<file path="src/rtl/core/kst_pkg.sv">
// ----------------------------------------------------------------------------
// kst_pkg: shared types and constants of the keyed slot table
// Slot geometry, key format, operation codes, queue entry and result layout.
// ----------------------------------------------------------------------------
package kst_pkg;

  // slot geometry
  localparam int unsigned SLOTS      = 1024;
  localparam int unsigned IDX_W      = $clog2(SLOTS);
  localparam int unsigned SIZE_W     = IDX_W + 1;
  localparam int unsigned LANES      = 4;
  localparam int unsigned LANE_W     = $clog2(LANES);
  localparam int unsigned ROWS       = SLOTS / LANES;
  localparam int unsigned ROW_W      = $clog2(ROWS);

  // keys: unsigned Q1.15, one extra bit for the empty sentinel 2.0
  localparam int unsigned KEY_IN_W   = 16;
  localparam int unsigned KEY_W      = KEY_IN_W + 1;
  localparam int unsigned ROW_DATA_W = KEY_W * LANES;
  localparam logic [KEY_W-1:0] KEY_EMPTY = {1'b1, {KEY_IN_W{1'b0}}};

  // register file
  localparam int unsigned PADDR_W    = 3;
  localparam int unsigned PDATA_W    = 32;
  localparam int unsigned REG_IDX_W  = PADDR_W - 2;
  localparam logic [REG_IDX_W-1:0] REG_TABLE_SIZE = '0;
  localparam logic [SIZE_W-1:0]    SIZE_RESET     = SIZE_W'(SLOTS);

  // command queue between front and back
  localparam int unsigned QUEUE_DEPTH = 2;
  localparam int unsigned QUEUE_PTR_W = $clog2(QUEUE_DEPTH);

  localparam int unsigned MODE_W = 3;

  typedef enum logic [MODE_W-1:0] {
    MODE_INSERT = 3'd0,
    MODE_REMOVE = 3'd1,
    MODE_QUERY  = 3'd2,
    MODE_CLEAR  = 3'd3,
    MODE_FIND   = 3'd4
  } mode_e;

  typedef enum logic [2:0] {
    OP_NONE,
    OP_INSERT,
    OP_REMOVE,
    OP_QUERY,
    OP_CLEAR,
    OP_FIND
  } op_e;

  typedef struct packed {
    op_e                 op;
    logic [IDX_W-1:0]    slot;
    logic [KEY_IN_W-1:0] key;
    logic                bad;
  } cmd_t;

  typedef struct packed {
    logic              is_member;
    logic [SIZE_W-1:0] min_index;
    logic [KEY_W-1:0]  min_key;
    logic              bad_index;
  } res_t;

  // table size as used: zero acts as one, above the slot count acts as full
  function automatic logic [SIZE_W-1:0] eff_size(input logic [SIZE_W-1:0] raw);
    logic [SIZE_W-1:0] n;
    n = raw;
    if (raw == '0) begin
      n = SIZE_W'(1);
    end else if (raw > SIZE_W'(SLOTS)) begin
      n = SIZE_W'(SLOTS);
    end
    return n;
  endfunction

endpackage

</file>
<file path="src/rtl/core/kst_front.sv">
// ----------------------------------------------------------------------------
// kst_front: input side of the keyed slot table
// Takes input transfers, decodes the mode and checks the slot index against
// the table size, then hands a command to the queue.
// ----------------------------------------------------------------------------
module kst_front (
  input  logic                         in_valid_i,
  output logic                         in_stall_o,
  input  logic [kst_pkg::MODE_W-1:0]   mode_i,
  input  logic [kst_pkg::IDX_W-1:0]    slot_index_i,
  input  logic [kst_pkg::KEY_IN_W-1:0] key_in_i,
  input  logic [kst_pkg::SIZE_W-1:0]   size_i,
  input  logic                         full_i,
  output logic                         push_o,
  output kst_pkg::cmd_t                cmd_o
);

  logic in_range;

  // stall only on a full queue
  assign in_stall_o = full_i;
  assign push_o     = in_valid_i && !full_i;

  assign in_range = {1'b0, slot_index_i} < size_i;

  // mode decode and index check
  always_comb begin
    cmd_o.slot = slot_index_i;
    cmd_o.key  = key_in_i;
    cmd_o.bad  = 1'b0;
    cmd_o.op   = kst_pkg::OP_NONE;
    unique case (kst_pkg::mode_e'(mode_i))
      kst_pkg::MODE_INSERT: begin
        cmd_o.op  = in_range ? kst_pkg::OP_INSERT : kst_pkg::OP_NONE;
        cmd_o.bad = !in_range;
      end
      kst_pkg::MODE_REMOVE: begin
        cmd_o.op  = in_range ? kst_pkg::OP_REMOVE : kst_pkg::OP_NONE;
        cmd_o.bad = !in_range;
      end
      kst_pkg::MODE_QUERY: begin
        cmd_o.op  = in_range ? kst_pkg::OP_QUERY : kst_pkg::OP_NONE;
        cmd_o.bad = !in_range;
      end
      kst_pkg::MODE_CLEAR: cmd_o.op = kst_pkg::OP_CLEAR;
      kst_pkg::MODE_FIND:  cmd_o.op = kst_pkg::OP_FIND;
      default:             cmd_o.op = kst_pkg::OP_NONE;
    endcase
  end

endmodule

</file>
<file path="config.mk">
export PLATFORM = sky130hd
export DESIGN_NAME = kst_front
export DESIGN_NICKNAME = d
export VERILOG_FILES = /design/src/rtl/core/kst_pkg.sv /design/src/rtl/core/kst_front.sv
export SDC_FILE = /design/constraint.sdc
export NUM_CORES = 1
export LEC_CHECK = 0
export BUFFER_PORTS_ARGS = -buffer_cell sky130_fd_sc_hd__buf_2
export CELL_PAD_IN_SITES_DETAIL_PLACEMENT = 2
export CELL_PAD_IN_SITES_GLOBAL_PLACEMENT = 2
export CORE_MARGIN = 1
export CORE_UTILIZATION = 14
export DETAILED_ROUTE_END_ITERATION = 10
export MAX_ROUTING_LAYER = met4
export PLACE_DENSITY = 0.85
export SYNTH_ARGS = -nofsm -noshare
export SYNTH_HDL_FRONTEND = slang
export SYNTH_SLANG_ARGS = --single-unit
</file>
<file path="constraint.sdc">
create_clock -name vclk -period 2.02
set_input_delay 0.101 -clock vclk [all_inputs]
set_output_delay 0.101 -clock vclk [all_outputs]
set_load 0.02 [all_outputs]
</file>
==> results.md, run 1 <==
* Mapped cell area at 523 µm²
* Leading area contributor after synthesis: buf_4
* Design Power at 0.000133 W
* Dpl cells at 137
* CORE AREA at 3470 µm²
* Sw Ratio at 56.6%
* Via/cell ratio at 3.80
* Total area of sequential cells at 0 µm²
* Non-Filler Instances at 137
* Routed wl met3 at 168 µm
* F_max at 0.657 GHz
* Sequential share of power at 0%
* Syn nets at 127
* Clock buf count at 0
* Total Wirelength at 1.44 mm
* Switching Power at 0.0000753 W
* Sequential cells at 0
* Gate Count Post-Synth at 76
* Lkg Pwr at 0.354 nW
* IO Count at 74
* Vias in the first global route at 531
* Synth top area cells: buf_4 (39%), ha_1 (22%), inv_1 (7.2%)
* Cell variety after synth at 18
* Post-CTS Hold Buffers at 0
* Tot GR Track Use at 6.85%
* Antenna viol nets, final at 0
* Worst-margin pin slew at 0.314 ns
* WL met1 at 499 µm
* CP Cell Sequence: buf_2 > ha_1 > a21oi_1 > o21ai_0 > nand2_1 > a221oi_1 > buf_2
* Clock Power Share at 0%
* Area growth from synthesis to layout at 12.4%
* CP Launch Type: primary input
* Post-CTS Setup Inserts at 0
* Post-cts resize count at 0
* Crit path DAT at 1.42 ns
* Sequential element share of the synthesized area at 0%
* Leading cell type in the layout, fill and taps excluded: buf_2
* Yosys warns at 0
* Drt wl/cell at 10.5 µm
* Critical Path Fanout Max at 2
* PD cells at 226 nW/µm²
* Int Pwr at 0.0000578 W
* Worst IR drop on VDD at 0.0000333 V
* Fin Setup TNS at 0 ns
* Min-delay src: key_in_i[0]
* Fillers at 447
* Max cap viols at 0
* Worst Setup SP: slot_index_i[4]
* Period utilisation layout at 75.3%
* Setup CP Type: primary input to output port
* Delay of the slowest critical-path stage at 0.29 ns
* Worst EP required at 1.92 ns
* Number of diodes at 0
* Most frequent cells in the layout: buf_2 (42), inv_1 (10), ha_1 (9), nand2_1 (8)
* Grt total ovfl at 0
* Layout cells sized above 1 at 48.4%
* Initial core utilization at 15.1%
* Fin. Hold Viols at 0
* Min-delay worst type: primary input to output port
* Largest net degree at the start of global routing at 6
* Metal2 WL at 747 µm
* RSZ-0062 raised after global routing: no
* # rows at 21
* Slew Viols, Final at 0
* CP endpoint kind: output port
* Layout Nets at 144
* Initial antenna violation count at 0
* RePlAce Congestion at 0.617
* Outcome: complete, no violations
* First-pass DRT Iterations at 2
* Die area at 3980 µm²
* IO Port Bufs at 42
* Vias at 521
* Rel. slew slack at 78.8%
* Avg Cell Area, Syn at 6.88 µm²
* DRT iter0 DRCs at 11
* Hold_ws at 0.202 ns
* Chip height at 63.1 µm
* Comb power frac at 100.0%
* Number of remaining DRC errors at 0
* Top Layer Used: met4
* DIE WIDTH at 63.1 µm
* Slowest CP cell: ha_1
* Fin crit period at 1.52 ns
* Dpl hpwl at 1.38 mm
* Setup Viol. Count Final at 0
* Top cell type's share of synthesized area at 38.8%
* Worst path most repeated cell: buf_2
* Global-route wire length before repair at 2.20 mm
layer usage:
layer	global-route usage, %	up-vias
met3	1.81	6
li1	-	252
met2	14.1	38
met1	6.14	225
met4	1.16	0
met5	-	-
synth_stat cells, drive strengths merged:
library cell,instances
a2111o,1
a21oi,4
a221oi,1
a31oi,1
and3,1
buf,27
ha,9
inv,10
nand2,8
nand2b,1
nor2,4
nor2b,2
o21ai,3
o22ai,1
o31a,1
or2,1
xnor2,1
through the flow:
step,instance area [µm²],utilization (%),setup slack [ns]
final,588,17.0,0.499
after global routing,588,17.0,0.280
after CTS,588,17.0,0.478
after detailed placement,588,17.0,0.475
after global placement,588,17.0,0.499
after floorplan,523,-,0.564
cell type report:
| cell class | instances | area, µm² | area share [%] |
|---|---|---|---|
| multi-input cells | 39 | 283 | 48.1 |
| repair buffers | 42 | 210 | 35.7 |
| well taps | 46 | 57.6 | 9.79 |
| inverters | 10 | 37.5 | 6.38 |
worst paths after layout:
path | to | slack [ns] | cells past startpoint
worst min-delay path | cmd_o[1] | 0.20 | 0
worst max-delay path | cmd_o[0] | 0.50 | 7
power groups by stage:
stage          Sequential, W  Combinational [W]  Clock [W]
6_report                   0           0.000133          0
4_1_cts                    0           0.000137          0
5_1_grt                    0           0.000150          0
3_3_place_gp               0           0.000130          0
3_5_place_dp               0           0.000137          0
2_1_floorplan              0           0.000137          0
critical path: cells and delay by family:
| family | cells | cell delay, ns |
|---|---|---|
| compound gates | 3 | 0.59 |
| buf+inv | 2 | 0.31 |
| fa+ha+maj | 1 | 0.29 |
| simple gates | 1 | 0.13 |
kinds of logic after synthesis:
logic type / Yosys count / synth area share (%)
xor gates and xnor gates: 1 / 1.67
adders and majority gates: 9 / 21.5
AOI/OAI and AO/OA: 12 / 14.8
and+or+nand+nor: 17 / 16.0
buffers and inverters: 37 / 45.9
Note: power is estimated with default switching activity, not from simulation.
==> run 2: changes to the inputs <==
--- a/config.mk
+++ b/config.mk
@@ -5,14 +5,15 @@
 export SDC_FILE = /design/constraint.sdc
 export NUM_CORES = 1
 export LEC_CHECK = 0
+export ABC_AREA = 1
 export BUFFER_PORTS_ARGS = -buffer_cell sky130_fd_sc_hd__buf_2
 export CELL_PAD_IN_SITES_DETAIL_PLACEMENT = 2
 export CELL_PAD_IN_SITES_GLOBAL_PLACEMENT = 2
 export CORE_MARGIN = 1
-export CORE_UTILIZATION = 14
+export CORE_UTILIZATION = 13
 export DETAILED_ROUTE_END_ITERATION = 10
 export MAX_ROUTING_LAYER = met4
-export PLACE_DENSITY = 0.85
+export PLACE_DENSITY = 0.79
 export SYNTH_ARGS = -nofsm -noshare
 export SYNTH_HDL_FRONTEND = slang
 export SYNTH_SLANG_ARGS = --single-unit
==> constraint.sdc (replaced) <==
create_clock -name vclk -period 1.59
set_input_delay 0.0795 -clock vclk [all_inputs]
set_output_delay 0.0795 -clock vclk [all_outputs]
set_load 0.02 [all_outputs]
==> results.md, run 2 <==
* Commonest cells in the synthesized netlist: buf_4 (27), inv_1 (23), nand2_1 (20)
* IO Port Bufs at 42
* Post-cts resize count at 0
* Critical Path Fanout Max at 3
* Number of remaining DRC errors at 0
* Slew Viols, Final at 0
* CP Launch Type: primary input
* Setup Viol. Count Final at 0
* Sw Ratio at 58.4%
* Fin crit period at 1.26 ns
* Layout Nets at 163
* Lkg Pwr at 0.451 nW
* Comb power frac at 100.0%
* Outcome: complete, no violations
* Initial antenna violation count at 0
* Number of diodes at 0
* Avg Cell Area, Syn at 5.89 µm²
* Area growth from synthesis to layout at 12.5%
* Largest net degree at the start of global routing at 4
* Vias at 550
* Vias in the first global route at 548
* Dpl hpwl at 1.21 mm
* Switching Power at 0.0000983 W
* Fin Setup TNS at 0 ns
* Sequential cells at 0
* Top cell type's share of synthesized area at 36.2%
* Multiplexer share of the synthesized area at 0%
* Crit path DAT at 1.18 ns
* Synth top area cells: buf_4 (36%), ha_1 (20%), inv_1 (15%)
* Fin. Hold Viols at 0
* Via/cell ratio at 3.44
* Total Wirelength at 1.25 mm
* Rel. slew slack at 83.4%
* Largest family of logic cells by synthesized area: buffers and inverters
* CP endpoint kind: output port
* Post-synthesis adder-cell area fraction at 20.1%
* Worst EP required at 1.51 ns
* Gate Count Post-Synth at 95
* Yosys warns at 0
* Most frequent cells in the layout: buf_2 (42), inv_1 (23), nand2_1 (20), ha_1 (9), nor2_1 (6)
* Design Power at 0.000168 W
* Leading cell type in the layout, fill and taps excluded: buf_2
* Sequential element share of the synthesized area at 0%
* Worst path most repeated cell: nand2_1
* Sequential share of power at 0%
* IO Count at 74
* Worst IR drop on VDD at 0.0000431 V
* Min-delay worst type: primary input to output port
* Initial core utilization at 13.8%
* CORE AREA at 4060 µm²
* Clock buf count at 0
* Antenna viol nets, final at 0
* Total area of sequential cells at 0 µm²
* Global-route wire length before repair at 2.05 mm
* Syn nets at 146
* Clock Power Share at 0%
* Layout cells sized above 1 at 41.8%
* Leading area contributor after synthesis: buf_4
* CP Cell Sequence: buf_2 > ha_1 > nand2_1 > inv_1 > nand2_1 > nand2_1 > nand2_1 > nand3_2 > a21oi_2 > buf_2
* Period utilisation layout at 79.4%
* RSZ-0062 raised after global routing: no
* Die area at 4570 µm²
* Synth Area in Compound Gates at 7.61%
* Max cap viols at 0
* Post-CTS Setup Inserts at 0
* XOR/XNOR Fraction of Synth Area at 0%
* Grt total ovfl at 0
* F_max at 0.792 GHz
* Synth Area in Simple Gates at 19.2%
* Int Pwr at 0.0000700 W
* Fillers at 524
* Drt wl/cell at 7.84 µm
* # rows at 23
* Mapped cell area at 559 µm²
* Tot GR Track Use at 5.66%
* DRT iter0 DRCs at 5
* RePlAce Congestion at 0.557
* Post-CTS Hold Buffers at 0
* Chip height at 67.6 µm
* First-pass DRT Iterations at 2
* Setup CP Type: primary input to output port
* DIE WIDTH at 67.6 µm
* Delay of the slowest critical-path stage at 0.30 ns
* Most common cell in the netlist: buf_4
* Cell variety after synth at 11
* Worst-margin pin slew at 0.249 ns
* PD cells at 267 nW/µm²
* Slowest CP cell: ha_1
-- run 2: cell count changes in the layout (fill, tap and decap cells not counted), moves of 2 or more --
cell     previous run  this run
inv_1              10        23
a21oi_2             0         2
nor2b_1             2         0
nor2_1              4         6
nand2_1             8        20
-- run 2: area by class of cell --
cell class                      instances  area [µm²]  share of cell area, %
Tap cell                               50        62.6                   9.94
Timing Repair Buffer                   42         210                   33.4
Multi-Input combinational cell         43         263                   41.7
Inverter                               25        93.8                   14.9
-- run 2: path summary, 6_finish.rpt --
kind	from	to	slack (ns)	depth (start not counted)
hold / removal	key_in_i[9]	cmd_o[10]	0.16	0
setup / recovery	slot_index_i[2]	cmd_o[27]	0.33	10
-- run 2: logic make-up (layout without fill, tap and decap cells) --
family,after synthesis,count (layout)
simple gates,27,27
compound gates,7,7
fa+ha+maj,9,9
buf+inv,52,67
-- run 2: worst max-delay path: cells and delay by family --
family,cells,cell delay (ns)
AND/OR/NAND/NOR,5,0.37
buffers and inverters,3,0.32
adder cells (fa/ha/maj),1,0.30
AO/OA/AOI/OAI,1,0.12
-- run 2: layer usage --
| metal | part of all wire (%) | GRT usage [%] |
|---|---|---|
| met1 | 37 | 5.61 |
| met2 | 53 | 12.3 |
| met3 | 9.8 | 0.338 |
| met4 | 0 | 0 |
| met5 | 0 | - |
-- run 2: through the flow --
step	util, %	setup slack, ns	std cells	hold slack, ns	cell area (µm²)
6_report	15.5	0.328	160	0.159	629
4_1_cts	15.5	0.274	160	0.159	629
2_1_floorplan	-	0.491	95	0.239	559
3_3_place_gp	15.5	0.310	160	0.159	629
3_5_place_dp	15.5	0.283	160	0.159	629
5_1_grt	15.5	0.170	160	0.159	629
-- run 2: power by group through the flow --
| stage | Clock [W] | Combinational, W | Sequential (W) |
|---|---|---|---|
| final | 0 | 0.000168 | 0 |
| after detailed placement | 0 | 0.000173 | 0 |
| after CTS | 0 | 0.000174 | 0 |
| after floorplan | 0 | 0.000176 | 0 |
| after global placement | 0 | 0.000169 | 0 |
| after global routing | 0 | 0.000197 | 0 |
