`config.mk`:
```
export PLATFORM = sky130hd
export DESIGN_NAME = kst_fifo
export DESIGN_NICKNAME = d
export VERILOG_FILES = /design/src/rtl/core/kst_pkg.sv /design/src/rtl/core/kst_fifo.sv
export SDC_FILE = /design/constraint.sdc
export NUM_CORES = 1
export LEC_CHECK = 0
export ABC_CLOCK_PERIOD_IN_PS = 2600
export BUFFER_PORTS_ARGS = -buffer_cell sky130_fd_sc_hd__buf_2
export CAP_MARGIN = 30
export CORE_ASPECT_RATIO = 0.8
export CORE_MARGIN = 10
export CORE_UTILIZATION = 48
export CTS_BUF_LIST = sky130_fd_sc_hd__clkbuf_8
export CTS_CLUSTER_DIAMETER = 60
export DETAILED_ROUTE_END_ITERATION = 8
export HOLD_SLACK_MARGIN = 0.12
export PLACE_DENSITY_LB_ADDON = 0.25
export SLEW_MARGIN = 30
export SYNTH_ARGS = -nofsm -noshare
export SYNTH_HDL_FRONTEND = slang
export SYNTH_SLANG_ARGS = --single-unit
export TNS_END_PERCENT = 30
```
`constraint.sdc`:
```
create_clock -name clk_i -period 2.6 [get_ports clk_i]
set_clock_uncertainty 0.2 [all_clocks]
set_input_delay 0.26 -clock clk_i [delete_from_list [all_inputs] [get_ports clk_i]]
set_output_delay 0.26 -clock clk_i [all_outputs]
set_load 0.01 [all_outputs]
```
`src/rtl/core/kst_pkg.sv`:
```
// ----------------------------------------------------------------------------
// kst_pkg: shared types and constants of the keyed slot table
// Slot geometry, key format, operation codes, queue entry and result layout.
// ----------------------------------------------------------------------------
package kst_pkg;

  // slot geometry
  localparam int unsigned SLOTS      = 1024;
  localparam int unsigned IDX_W      = $clog2(SLOTS);
  localparam int unsigned SIZE_W     = IDX_W + 1;
  localparam int unsigned LANES      = 4;
  localparam int unsigned LANE_W     = $clog2(LANES);
  localparam int unsigned ROWS       = SLOTS / LANES;
  localparam int unsigned ROW_W      = $clog2(ROWS);

  // keys: unsigned Q1.15, one extra bit for the empty sentinel 2.0
  localparam int unsigned KEY_IN_W   = 16;
  localparam int unsigned KEY_W      = KEY_IN_W + 1;
  localparam int unsigned ROW_DATA_W = KEY_W * LANES;
  localparam logic [KEY_W-1:0] KEY_EMPTY = {1'b1, {KEY_IN_W{1'b0}}};

  // register file
  localparam int unsigned PADDR_W    = 3;
  localparam int unsigned PDATA_W    = 32;
  localparam int unsigned REG_IDX_W  = PADDR_W - 2;
  localparam logic [REG_IDX_W-1:0] REG_TABLE_SIZE = '0;
  localparam logic [SIZE_W-1:0]    SIZE_RESET     = SIZE_W'(SLOTS);

  // command queue between front and back
  localparam int unsigned QUEUE_DEPTH = 2;
  localparam int unsigned QUEUE_PTR_W = $clog2(QUEUE_DEPTH);

  localparam int unsigned MODE_W = 3;

  typedef enum logic [MODE_W-1:0] {
    MODE_INSERT = 3'd0,
    MODE_REMOVE = 3'd1,
    MODE_QUERY  = 3'd2,
    MODE_CLEAR  = 3'd3,
    MODE_FIND   = 3'd4
  } mode_e;

  typedef enum logic [2:0] {
    OP_NONE,
    OP_INSERT,
    OP_REMOVE,
    OP_QUERY,
    OP_CLEAR,
    OP_FIND
  } op_e;

  typedef struct packed {
    op_e                 op;
    logic [IDX_W-1:0]    slot;
    logic [KEY_IN_W-1:0] key;
    logic                bad;
  } cmd_t;

  typedef struct packed {
    logic              is_member;
    logic [SIZE_W-1:0] min_index;
    logic [KEY_W-1:0]  min_key;
    logic              bad_index;
  } res_t;

  // table size as used: zero acts as one, above the slot count acts as full
  function automatic logic [SIZE_W-1:0] eff_size(input logic [SIZE_W-1:0] raw);
    logic [SIZE_W-1:0] n;
    n = raw;
    if (raw == '0) begin
      n = SIZE_W'(1);
    end else if (raw > SIZE_W'(SLOTS)) begin
      n = SIZE_W'(SLOTS);
    end
    return n;
  endfunction

endpackage

```
`src/rtl/core/kst_fifo.sv`:
```
// ----------------------------------------------------------------------------
// kst_fifo: short command queue between front and back
// Lets the input side keep taking transfers while the back is busy.
// ----------------------------------------------------------------------------
module kst_fifo (
  input  logic          clk_i,
  input  logic          rst_ni,
  input  logic          push_i,
  input  kst_pkg::cmd_t cmd_i,
  output logic          full_o,
  input  logic          pop_i,
  output logic          valid_o,
  output kst_pkg::cmd_t cmd_o
);

  kst_pkg::cmd_t                  entry_q [kst_pkg::QUEUE_DEPTH];
  logic [kst_pkg::QUEUE_PTR_W-1:0] wr_ptr_q, rd_ptr_q;
  logic [kst_pkg::QUEUE_PTR_W:0]   count_q;
  logic                            do_push, do_pop;

  assign full_o  = count_q == (kst_pkg::QUEUE_PTR_W + 1)'(kst_pkg::QUEUE_DEPTH);
  assign valid_o = count_q != '0;
  assign cmd_o   = entry_q[rd_ptr_q];
  assign do_push = push_i && !full_o;
  assign do_pop  = pop_i && valid_o;

  // entry storage
  always_ff @(posedge clk_i) begin
    if (do_push) begin
      entry_q[wr_ptr_q] <= cmd_i;
    end
  end

  // pointers and fill count
  always_ff @(posedge clk_i or negedge rst_ni) begin
    if (!rst_ni) begin
      wr_ptr_q <= '0;
      rd_ptr_q <= '0;
      count_q  <= '0;
    end else begin
      if (do_push) begin
        wr_ptr_q <= wr_ptr_q + kst_pkg::QUEUE_PTR_W'(1);
      end
      if (do_pop) begin
        rd_ptr_q <= rd_ptr_q + kst_pkg::QUEUE_PTR_W'(1);
      end
      if (do_push && !do_pop) begin
        count_q <= count_q + (kst_pkg::QUEUE_PTR_W + 1)'(1);
      end else if (do_pop && !do_push) begin
        count_q <= count_q - (kst_pkg::QUEUE_PTR_W + 1)'(1);
      end
    end
  end

endmodule

```
==> impl_results.md, run 1 <==
* Run status: completed
* Cell taking the most area after synthesis: edfxtp_1
* I/O pins at 66
* Maximum frequency from static timing analysis at 509 MHz
* Finished Layout Cells at 286
* Pin count of the biggest net entering global routing at 31
* Antenna violation net count after detailed routing at 0
* Count of unique library cells instantiated by Yosys at 14
* Maximum root-to-sink buffer count at 2
* Proportion of layout cells with a drive suffix above 1 at 0.491
* Deepest level of the CTS H-tree at 3
* Overall die width at 98.7 um
* Critical path class: reg -> reg
* Post-route clock period utilization at 0.755
* Die area at 8180 um2
* Aggregate global-route resource usage at 0.120
* Worst-case hold slack at 0.303 ns
* Vias post-DR at 1337
* Post-CTS clock slew at the launch and capture registers of the worst setup and hold paths at 0.06 ns
* Gpl congestion at 0.713
* Number of maximum-capacitance violations at 0
* Per-cell routed wire length at 16.7 um
* Final net count at 258
* Starting density of the core at 0.508
* Share of the synthesized area in the top cell type at 0.758
* Largest cells by area after synthesis: edfxtp_1 76%, mux2_2 14%, dfrtp_1 4.2%
* Max Slew Vio Count at 0
* Initial detailed-routing violation count at 51
* Synthesized instance count at 112
* First-pass GRT wire length at 7730 um
* Cell Count Post-Placement at 238
* Worst slew margin at 0.729
* Req. time, crit path at 2.41 ns
* Sequential element share of the synthesized area at 0.800
* Most common cell after layout, fill and taps aside: buf_2
* Cts bufs inserted at 9
* CTS tree: yes
* DR DRC count at 0
* Flops & latches, synth at 64
* Worst Setup Start Kind: register
* Worst-Skew Late Latency at 0.32 ns
* Number of detailed-route iterations in the first pass at 4
* Vias per std cell at 4.67
* Total congestion overflow after global routing at 0
* Power density over the cells at 982 nW/um2
* RSZ-0062 raised after global routing: no
* Count of buffers from port buffering at 65
* Via count of the first global-routing pass at 1554
* Highest fanout seen on the critical path at 17
* Number of warning messages in the yosys log at 0
* Total cell area at the placement stage at 2780 um2
* Clock period minus final worst setup slack at 1.96 ns
* Min-Delay Path Class: reg -> reg
* Root buffer selected by CTS: clkbuf_8
* Antenna diode count at 0
* Total Wirelength at 4790 um
* Endpoint type of the worst setup path: register
* Final sum of negative setup slack at 0 ns
* Final design instance area without fill at 3260 um2
* Number of antenna violations at the first check in global routing at 0
* Die Y-Extent at 82.9 um
* HPWL after detailed placement at 3280 um
* Average cell area after synthesis at 21.2 um2
* Largest vdd supply drop at 0.000711 V
* FP Rows at 22
* Area Growth Syn to Fin at 37.3%
* Number of hold violations in the final report at 0
* Final setup violation count at 0
* Slew @ Worst Pin at 0.406 ns
* Data arrival time of the critical path at 1.78 ns
* Placeable core area at 4680 um2
* Static leakage power at 1.28 nW
* Fillers at 317
* Cell area after synthesis at 2380 um2
* Syn nets at 147
* Most frequent cells in the layout: 65 x buf_2, 60 x edfxtp_1, 34 x dlygate4sd3_1
* Number of sinks driven by the clock tree at 64
[worst max-delay path: stages, from the launching register on]
cell and delay [ns]:
dfrtp_1 0.42, nand2b_1 0.19, nand2_1 0.15, nor2_4 0.36
buf_4 0.33
[path summary, 6_finish.rpt]
check                                            start                        to  slack (ns)  cells after the start
worst max-delay path            count_q[0]$_DFFE_PN0P_  entry_q[0][26]$_DFFE_PP_        0.64                      4
worst min-delay path            count_q[1]$_DFFE_PN0P_    count_q[1]$_DFFE_PN0P_        0.30                      1
worst max register to register  count_q[0]$_DFFE_PN0P_  entry_q[0][26]$_DFFE_PP_        0.64                      4
worst min register to register  count_q[1]$_DFFE_PN0P_    count_q[1]$_DFFE_PN0P_        0.30                      1
max in group asynchronous                       rst_ni      rd_ptr_q$_DFFE_PN0P_        1.41                      3
min in group asynchronous                       rst_ni    count_q[0]$_DFFE_PN0P_        0.62                      3
[timing repair]
| action | CTS | global route |
|---|---|---|
| hold buffers | 34 | 0 |
| setup buffers | 0 | 0 |
| gates resized for setup | 0 | 0 |
| hold endpoints to repair | 66 | 0 |
[sequential cells by signal, summed over array words and instances, names as in the netlist]
signal and flops:
entry_q 60, count_q 2, rd_ptr_q 1, wr_ptr_q 1
[report_power, final]
group          leakage (nW)  switching [W]  total (W)  internal [W]
Sequential            0.604      0.0000753    0.00149       0.00142
Clock                0.0801       0.000315   0.000633      0.000317
Combinational         0.596       0.000561    0.00108      0.000519
[cell type report]
cell class | count | area [um2] | share of cell area
Multi-Input combinational cell | 43 | 440 | 0.135
Clock inverter | 5 | 18.8 | 0.00575
Clock buffer | 9 | 124 | 0.0380
Timing Repair Buffer | 103 | 696 | 0.213
Tap cell | 60 | 75.1 | 0.0230
Sequential cell | 64 | 1900 | 0.583
Inverter | 2 | 7.51 | 0.00230
[cells in the mapped netlist]
cell type  count
mux2_2        30
dfrtp_1        4
nand2_1        1
or2_4          1
buf_6          3
inv_1          2
nand2b_1       1
ha_1           1
nor2_1         2
xor2_1         2
edfxtp_1      60
nand2_2        1
xnor2_1        3
and3_1         1
[per-layer routing]
metal / GRT usage / part of all wire
met1: 0.126 / 0.40
met2: 0.200 / 0.50
met3: 0.0687 / 0.091
met4: 0.0388 / 0.0073
met5: 0 / 0
[through the flow]
| step | setup WS [ns] | power (W) | utilization |
|---|---|---|---|
| after floorplan | 0.0801 | 0.00219 | - |
| after global routing | 0.454 | 0.00340 | 0.697 |
| final | 0.637 | 0.00320 | 0.697 |
| after global placement | 0.740 | 0.00253 | 0.594 |
| after CTS | 0.594 | 0.00325 | 0.697 |
| after detailed placement | 0.610 | 0.00257 | 0.594 |
[logic make-up after synthesis]
group,after synthesis,synth area share
adder cells (fa/ha/maj),1,0.00527
XOR/XNOR,5,0.0184
flip-flops,64,0.800
AND/OR/NAND/NOR,7,0.0163
multiplexers,30,0.142
buffers and inverters,5,0.0174
Power figures use the tool's default switching activity.
==> run 2, diff against run 1 <==
--- a/config.mk
+++ b/config.mk
@@ -5,7 +5,7 @@
 export SDC_FILE = /design/constraint.sdc
 export NUM_CORES = 1
 export LEC_CHECK = 0
-export ABC_CLOCK_PERIOD_IN_PS = 2600
+export ABC_CLOCK_PERIOD_IN_PS = 1700
 export BUFFER_PORTS_ARGS = -buffer_cell sky130_fd_sc_hd__buf_2
 export CAP_MARGIN = 30
 export CORE_ASPECT_RATIO = 0.8
==> constraint.sdc (replaced) <==
create_clock -name clk_i -period 1.7 [get_ports clk_i]
set_clock_uncertainty 0.2 [all_clocks]
set_input_delay 0.17 -clock clk_i [delete_from_list [all_inputs] [get_ports clk_i]]
set_output_delay 0.17 -clock clk_i [all_outputs]
set_load 0.01 [all_outputs]
==> run 2 against run 1 <==
- the flow now finishes with violations (negative setup slack)
- total power increased by 98%
- count of clock-buffer cells in the layout did not move
- combinational power increased by 120%
- global-route usage is essentially flat
==> impl_results.md, run 2 (same netlist as run 1, synthesis figures left out) <==
* Run status: finished, violations left
* Violations in the final reports: negative setup slack
* Final sum of negative setup slack at -2.26 ns (-2.26 ns)
* Critical path class: reg -> out
* Total congestion overflow after global routing at 0 (unchanged)
* Largest Register: entry_q
* Min-Delay Path Class: reg -> reg
* Area taken by multi-input logic gates at 500 um2 (+14%)
* Count of buffers from port buffering at 65 (unchanged)
* First-pass GRT wire length at 7710 um (-0.27%)
* Final setup violation count at 30 (+30)
* Maximum root-to-sink buffer count at 2 (unchanged)
* Highest fanout seen on the critical path at 12 (-5)
* Overall die width at 98.7 um (unchanged)
* CTS tree: yes
* Most common cell after layout, fill and taps aside: edfxtp_1
* Endpoint type of the worst setup path: output pin
* Area Growth Syn to Fin at 55.8%
* Number of detailed-route iterations in the first pass at 4 (unchanged)
* Pin count of the biggest net entering global routing at 25 (-19%)
* Die Y-Extent at 82.9 um (unchanged)
* Finished Layout Cells at 291 (+1.7%)
* Cell Count Post-Placement at 240 (+0.84%)
* Deepest level of the CTS H-tree at 3 (unchanged)
* Initial detailed-routing violation count at 53 (+3.9%)
* Number of sinks driven by the clock tree at 64 (unchanged)
* Final net count at 261 (+1.2%)
* Die area at 8180 um2 (unchanged)
* Worst Setup Start Kind: register
* Aggregate global-route resource usage at 0.120 (-0.000152)
* Footprint of the flip-flops and latches at 1900 um2 (about the same)
* Placeable core area at 4680 um2 (unchanged)
* Antenna diode count at 0 (unchanged)
* Worst-Skew Late Latency at 0.33 ns (about the same)
* Starting density of the core at 0.508 (unchanged)
* Power density over the cells at 1710 nW/um2 (+74%)
* Vias per std cell at 4.75 (+1.6%)
* Count of cells along the worst register-to-register path at 7 (+3)
* Beginning of the worst register-to-register path: count_q[0]$_DFFE_PN0P_
* Vias post-DR at 1382 (+3.4%)
* Worst-case hold slack at 0.349 ns (+0.0459 ns)
* Post-route clock period utilization at 1.06
* CP startpoint: rd_ptr_q$_DFFE_PN0P_
* Maximum frequency from static timing analysis at 553 MHz
* Slew @ Worst Pin at 0.210 ns (-0.195 ns)
* Per-cell routed wire length at 17.2 um (+2.9%)
* I/O pins at 66 (unchanged)
* Largest vdd supply drop at 0.00123 V (+72%)
* Static leakage power at 1.49 nW (+16%)
* Most frequent cells in the layout: 60 x edfxtp_1, 40 x buf_2, 34 x dlygate4sd3_1
* Number of hold violations in the final report at 0 (unchanged)
* Number of maximum-capacitance violations at 0 (unchanged)
* Post-CTS clock slew at the launch and capture registers of the worst setup and hold paths at 0.06 ns (about the same)
* Post-CTS repair timing setup buffer count at 0 (unchanged)
* RSZ-0062 raised after global routing: yes
* Root buffer selected by CTS: clkbuf_8
* Post-layout worst setup margin at -0.108 ns (-0.745 ns)
* Clock period minus final worst setup slack at 1.81 ns
* Fillers at 272 (-14%)
* HPWL after detailed placement at 3240 um (-1.2%)
* Number of flip-flops under the largest register name at 60 (unchanged)
* Data arrival time of the critical path at 1.44 ns (-0.34 ns)
* Hold-critical path depth at 1 (unchanged)
* Max Slew Vio Count at 0 (unchanged)
* Number of antenna violations at the first check in global routing at 0 (unchanged)
* Worst slew margin at 0.859 (+0.130)
* Via count of the first global-routing pass at 1546 (-0.51%)
* Req. time, crit path at 1.33 ns (-1.08 ns)
* DR DRC count at 0 (unchanged)
* Proportion of layout cells with a drive suffix above 1 at 0.537 (+0.0456)
* Hold_sp: count_q[0]$_DFFE_PN0P_
* FP Rows at 22 (unchanged)
* Cts bufs inserted at 9 (unchanged)
* Gpl congestion at 0.729 (+2.2%)
* Antenna violation net count after detailed routing at 0 (unchanged)
* Top flop regs: entry_q: 60 flops, count_q: 2 flops
* Total Wirelength at 5020 um (+4.7%)
## run 2: changes by cell type in the layout (fill, tap and decap cells not counted), moves of 4 or more
cell / delta
buf_4: -4
mux2_4: +13
bufinv_16: +4
buf_6: +26
mux2_2: -13
buf_12: +5
buf_2: -25
## run 2: per-stage QoR
stage	util	power, W	instance area, um2	setup WS, ns
after floorplan	-	0.00338	2390	0.00226
after global placement	0.613	0.00404	2870	0.135
after detailed placement	0.613	0.00412	2870	-0.00779
after CTS	0.742	0.00586	3470	-0.123
after global routing	0.791	0.00664	3700	-0.165
final	0.791	0.00633	3700	-0.108
## run 2: layer usage
| metal | track usage | part of all wire | vias to the layer above | wire, um |
|---|---|---|---|---|
| li1 | - | - | 658 | - |
| met1 | 0.119 | 0.36 | 670 | 1820 |
| met2 | 0.208 | 0.55 | 48 | 2740 |
| met3 | 0.0646 | 0.080 | 6 | 400 |
| met4 | 0.0427 | 0.0098 | 0 | 49 |
| met5 | 0 | 0 | - | 0 |
## run 2: final timing paths
| path | to | slack, ns |
|---|---|---|
| setup / recovery | cmd_o[25] | -0.11 |
| min in group asynchronous | count_q[0]$_DFFE_PN0P_ | 0.55 |
| setup reg to reg | count_q[1]$_DFFE_PN0P_ | 0.04 |
| hold reg to reg | count_q[0]$_DFFE_PN0P_ | 0.35 |
| hold / removal | count_q[0]$_DFFE_PN0P_ | 0.35 |
| max in group asynchronous | rd_ptr_q$_DFFE_PN0P_ | 0.55 |
## run 2: area by class of cell
cell class / count / area share
Timing Repair Buffer: 106 / 0.259
Multi-Input combinational cell: 43 / 0.135
Tap cell: 60 / 0.0203
Sequential cell: 64 / 0.514
Clock buffer: 9 / 0.0335
Inverter: 2 / 0.00203
Clock inverter: 7 / 0.0362
## run 2: worst max-delay path, stage by stage (launching register included)
cell     delay (ns)
dfrtp_2        0.43
buf_12         0.17
mux2_2         0.35
buf_2          0.15
## run 2: repair_timing
action                     in CTS  in global routing
gates resized for setup         1                 39
hold endpoints to repair       67                  0
cloned                          0                  1
hold buffers                   34                  0
setup endpoints to repair      31                 31
## run 2: power by group
group	switching, W	total [W]	internal, W
Combinational	0.000984	0.00237	0.00138
Clock	0.000531	0.00164	0.00111
Sequential	0.000154	0.00232	0.00217
Total	0.00167	0.00633	0.00466
==> run 3, diff against run 2 <==
--- a/config.mk
+++ b/config.mk
@@ -5,17 +5,16 @@
 export SDC_FILE = /design/constraint.sdc
 export NUM_CORES = 1
 export LEC_CHECK = 0
-export ABC_CLOCK_PERIOD_IN_PS = 1700
+export ABC_CLOCK_PERIOD_IN_PS = 2250
 export BUFFER_PORTS_ARGS = -buffer_cell sky130_fd_sc_hd__buf_2
-export CAP_MARGIN = 30
 export CORE_ASPECT_RATIO = 0.8
 export CORE_MARGIN = 10
-export CORE_UTILIZATION = 48
+export CORE_UTILIZATION = 55
 export CTS_BUF_LIST = sky130_fd_sc_hd__clkbuf_8
 export CTS_CLUSTER_DIAMETER = 60
 export DETAILED_ROUTE_END_ITERATION = 8
 export HOLD_SLACK_MARGIN = 0.12
-export PLACE_DENSITY_LB_ADDON = 0.25
+export PLACE_DENSITY = 0.83
 export SLEW_MARGIN = 30
 export SYNTH_ARGS = -nofsm -noshare
 export SYNTH_HDL_FRONTEND = slang
==> constraint.sdc (replaced) <==
create_clock -name clk_i -period 2.25 [get_ports clk_i]
set_clock_uncertainty 0.2 [all_clocks]
set_input_delay 0.225 -clock clk_i [delete_from_list [all_inputs] [get_ports clk_i]]
set_output_delay 0.225 -clock clk_i [all_outputs]
set_load 0.01 [all_outputs]
==> run 3 against run 2 <==
- combinational power shrank 48%
- count of clock-buffer cells in the layout is the same
- cell count shrank 2.1%
- worst hold slack lost 0.033 ns
- highest routed layer unchanged
- global-route usage grew 2.7 points
- total power shrank 37%
- critical path depth is the same
- largest cell class unchanged
- sequential cell count is the same
- the run now ends clean
- final area shrank 10%
- clock power shrank 38%
- via count grew 0.80%
==> impl_results.md, run 3 (same netlist as run 1, synthesis figures left out) <==
* Number of hold violations in the final report at 0 (unchanged)
* Final sum of negative setup slack at 0 ns (+2.26 ns)
* Net switching power at 0.00116 W (-31%)
* Slew @ Worst Pin at 0.409 ns (+0.199 ns)
* Comb pwr share at 0.308 (-0.066)
* Total Wirelength at 5150 um (+2.8%)
* Maximum frequency from static timing analysis at 470 MHz
* Proportion of layout cells with a drive suffix above 1 at 0.513 (-0.0236)
* Highest fanout seen on the critical path at 14 (+2)
* Per-cell routed wire length at 18.1 um (+4.9%)
* Count of buffers from port buffering at 65 (unchanged)
* Power density over the cells at 1210 nW/um2 (-29%)
* Buffering stage count on the worst path with inverters included at 2 (unchanged)
* Root buffer selected by CTS: clkbuf_8
* Deepest level of the CTS H-tree at 3 (unchanged)
* Data arrival time of the critical path at 1.70 ns (+0.26 ns)
* Req. time, crit path at 1.82 ns (+0.49 ns)
* Count of cells along the worst register-to-register path at 4 (-3)
* HPWL after detailed placement at 3300 um (+1.8%)
* Post-layout worst setup margin at 0.124 ns (+0.232 ns)
* Slowest Stage Delay on Critical Path at 0.55 ns (+0.12 ns)
* Static leakage power at 1.31 nW (-12%)
* Worst-Skew Late Latency at 0.33 ns (about the same)
* Finished Layout Cells at 285 (-2.1%)
* Antenna violation net count after detailed routing at 0 (unchanged)
* Number of antenna violations at the first check in global routing at 0 (unchanged)
* First-pass GRT wire length at 8160 um (+5.9%)
* Initial detailed-routing violation count at 114 (+120%)
* Top flop regs: entry_q: 60 flops, count_q: 2 flops
* Crit. path cell count at 3 (unchanged)
* Clock period minus final worst setup slack at 2.13 ns
* Critical path class: reg -> out
* Die area at 7370 um2 (-10%)
* Number of maximum-capacitance violations at 0 (unchanged)
* Starting density of the core at 0.569 (+0.0610)
* Largest vdd supply drop at 0.000709 V (-42%)
* Cell Int Power at 0.00285 W (-39%)
* Number of flip-flops under the largest register name at 60 (unchanged)
* Maximum root-to-sink buffer count at 2 (unchanged)
* Net switching share of the total power at 0.289 (+0.0254)
* I/O pins at 66 (unchanged)
* Final net count at 258 (-1.1%)
* Endpoint type of the worst setup path: output pin
* Gpl congestion at 0.657 (-9.8%)
* Vias post-DR at 1393 (+0.80%)
* Antenna diode count at 0 (unchanged)
* Crit path max-delay family: flip-flops
* FP Rows at 21 (-4.5%)
* Total congestion overflow after global routing at 0 (unchanged)
* Cts bufs inserted at 9 (unchanged)
* Placeable core area at 4180 um2 (-11%)
* Part of the total power dissipated in the clock network at 0.255 (-0.004)
* Final setup violation count at 0 (-100%)
* Aggregate global-route resource usage at 0.147 (+0.0269)
* Most common cell after layout, fill and taps aside: buf_2
* Number of sinks driven by the clock tree at 64 (unchanged)
* Overall die width at 93.5 um (-5.2%)
* Worst-case hold slack at 0.316 ns (-0.0333 ns)
* CTS tree: yes
* Via count of the first global-routing pass at 1580 (+2.2%)
* Area Growth Syn to Fin at 39.9%
* Hold-critical path depth at 1 (unchanged)
* Run status: completed
* RSZ-0062 raised after global routing: no
* Post-CTS clock slew at the launch and capture registers of the worst setup and hold paths at 0.06 ns (about the same)
* Worst Setup Start Kind: register
* Pin count of the biggest net entering global routing at 31 (+24%)
* Slowest library cell on the worst path: dfrtp_1
* Final design utilization at 0.795 (+0.00427)
* Sequential share of power at 0.437 (+0.070)
* Count of instances resized after the clock tree is built at 0 (-1)
* Most frequent cells in the layout: 65 x buf_2, 60 x edfxtp_1, 34 x dlygate4sd3_1
* Post-CTS repair timing setup buffer count at 0 (unchanged)
* Vias per std cell at 4.89 (+2.9%)
* Die Y-Extent at 78.8 um (-5.0%)
* Post-route clock period utilization at 0.945
* Number of detailed-route iterations in the first pass at 4 (unchanged)
* Crit-path cells: buf_4, mux2_2, buf_2
* Min-Delay Path Class: reg -> reg
* Fillers at 234 (-14%)
* Cell Count Post-Placement at 235 (-2.1%)
* Worst slew margin at 0.727 (-0.132)
* Largest Register: entry_q
* Max Slew Vio Count at 0 (unchanged)
* Hold buffers post-CTS at 34 (unchanged)
* DR DRC count at 0 (unchanged)
* Pre-CTS setup slack at 0.496 ns (+0.504 ns)
run 3: metrics by stage:
stage,power [W],cell area [um2]
3_5_place_dp,0.00297,2770
5_1_grt,0.00419,3320
3_3_place_gp,0.00292,2770
6_report,0.00401,3320
4_1_cts,0.00404,3320
2_1_floorplan,0.00253,2380
run 3: per-layer routing:
layer | vias up | global-route usage | wire, um
met5 | - | 0 | 0
met4 | 0 | 0.0754 | 101
met3 | 10 | 0.0583 | 362
met2 | 44 | 0.266 | 2830
met1 | 686 | 0.142 | 1860
li1 | 653 | - | -
run 3: path summary, 6_finish.rpt:
path	end	from	slack, ns
hold reg to reg	count_q[1]$_DFFE_PN0P_	count_q[1]$_DFFE_PN0P_	0.32
max in group asynchronous	wr_ptr_q$_DFFE_PN0N_	rst_ni	1.07
hold / removal	count_q[1]$_DFFE_PN0P_	count_q[1]$_DFFE_PN0P_	0.32
setup / recovery	cmd_o[20]	rd_ptr_q$_DFFE_PN0P_	0.12
min in group asynchronous	count_q[0]$_DFFE_PN0P_	rst_ni	0.60
setup reg to reg	entry_q[0][18]$_DFFE_PP_	count_q[0]$_DFFE_PN0P_	0.47
run 3: layout make-up:
type,instances,area (um2),share of cell area
Clock inverter,7,87.6,0.0264
Timing Repair Buffer,103,696,0.209
Clock buffer,9,124,0.0373
Sequential cell,64,1900,0.572
Inverter,2,7.51,0.00226
Tap cell,57,71.3,0.0215
Multi-Input combinational cell,43,435,0.131
run 3: worst reg2reg max path, delay by kind of cell, from the launching register on:
family | cells | cell delay, ns
flip-flops | 1 | 0.42
buffers and inverters | 1 | 0.38
AND/OR/NAND/NOR | 3 | 0.42
run 3: power groups by stage:
stage | clock network (W) | registers (W) | logic [W]
2_1_floorplan | 0 | 0.00173 | 0.000803
3_3_place_gp | 0 | 0.00175 | 0.00117
3_5_place_dp | 0 | 0.00178 | 0.00120
4_1_cts | 0.00104 | 0.00175 | 0.00125
5_1_grt | 0.00109 | 0.00178 | 0.00133
6_report | 0.00102 | 0.00175 | 0.00123
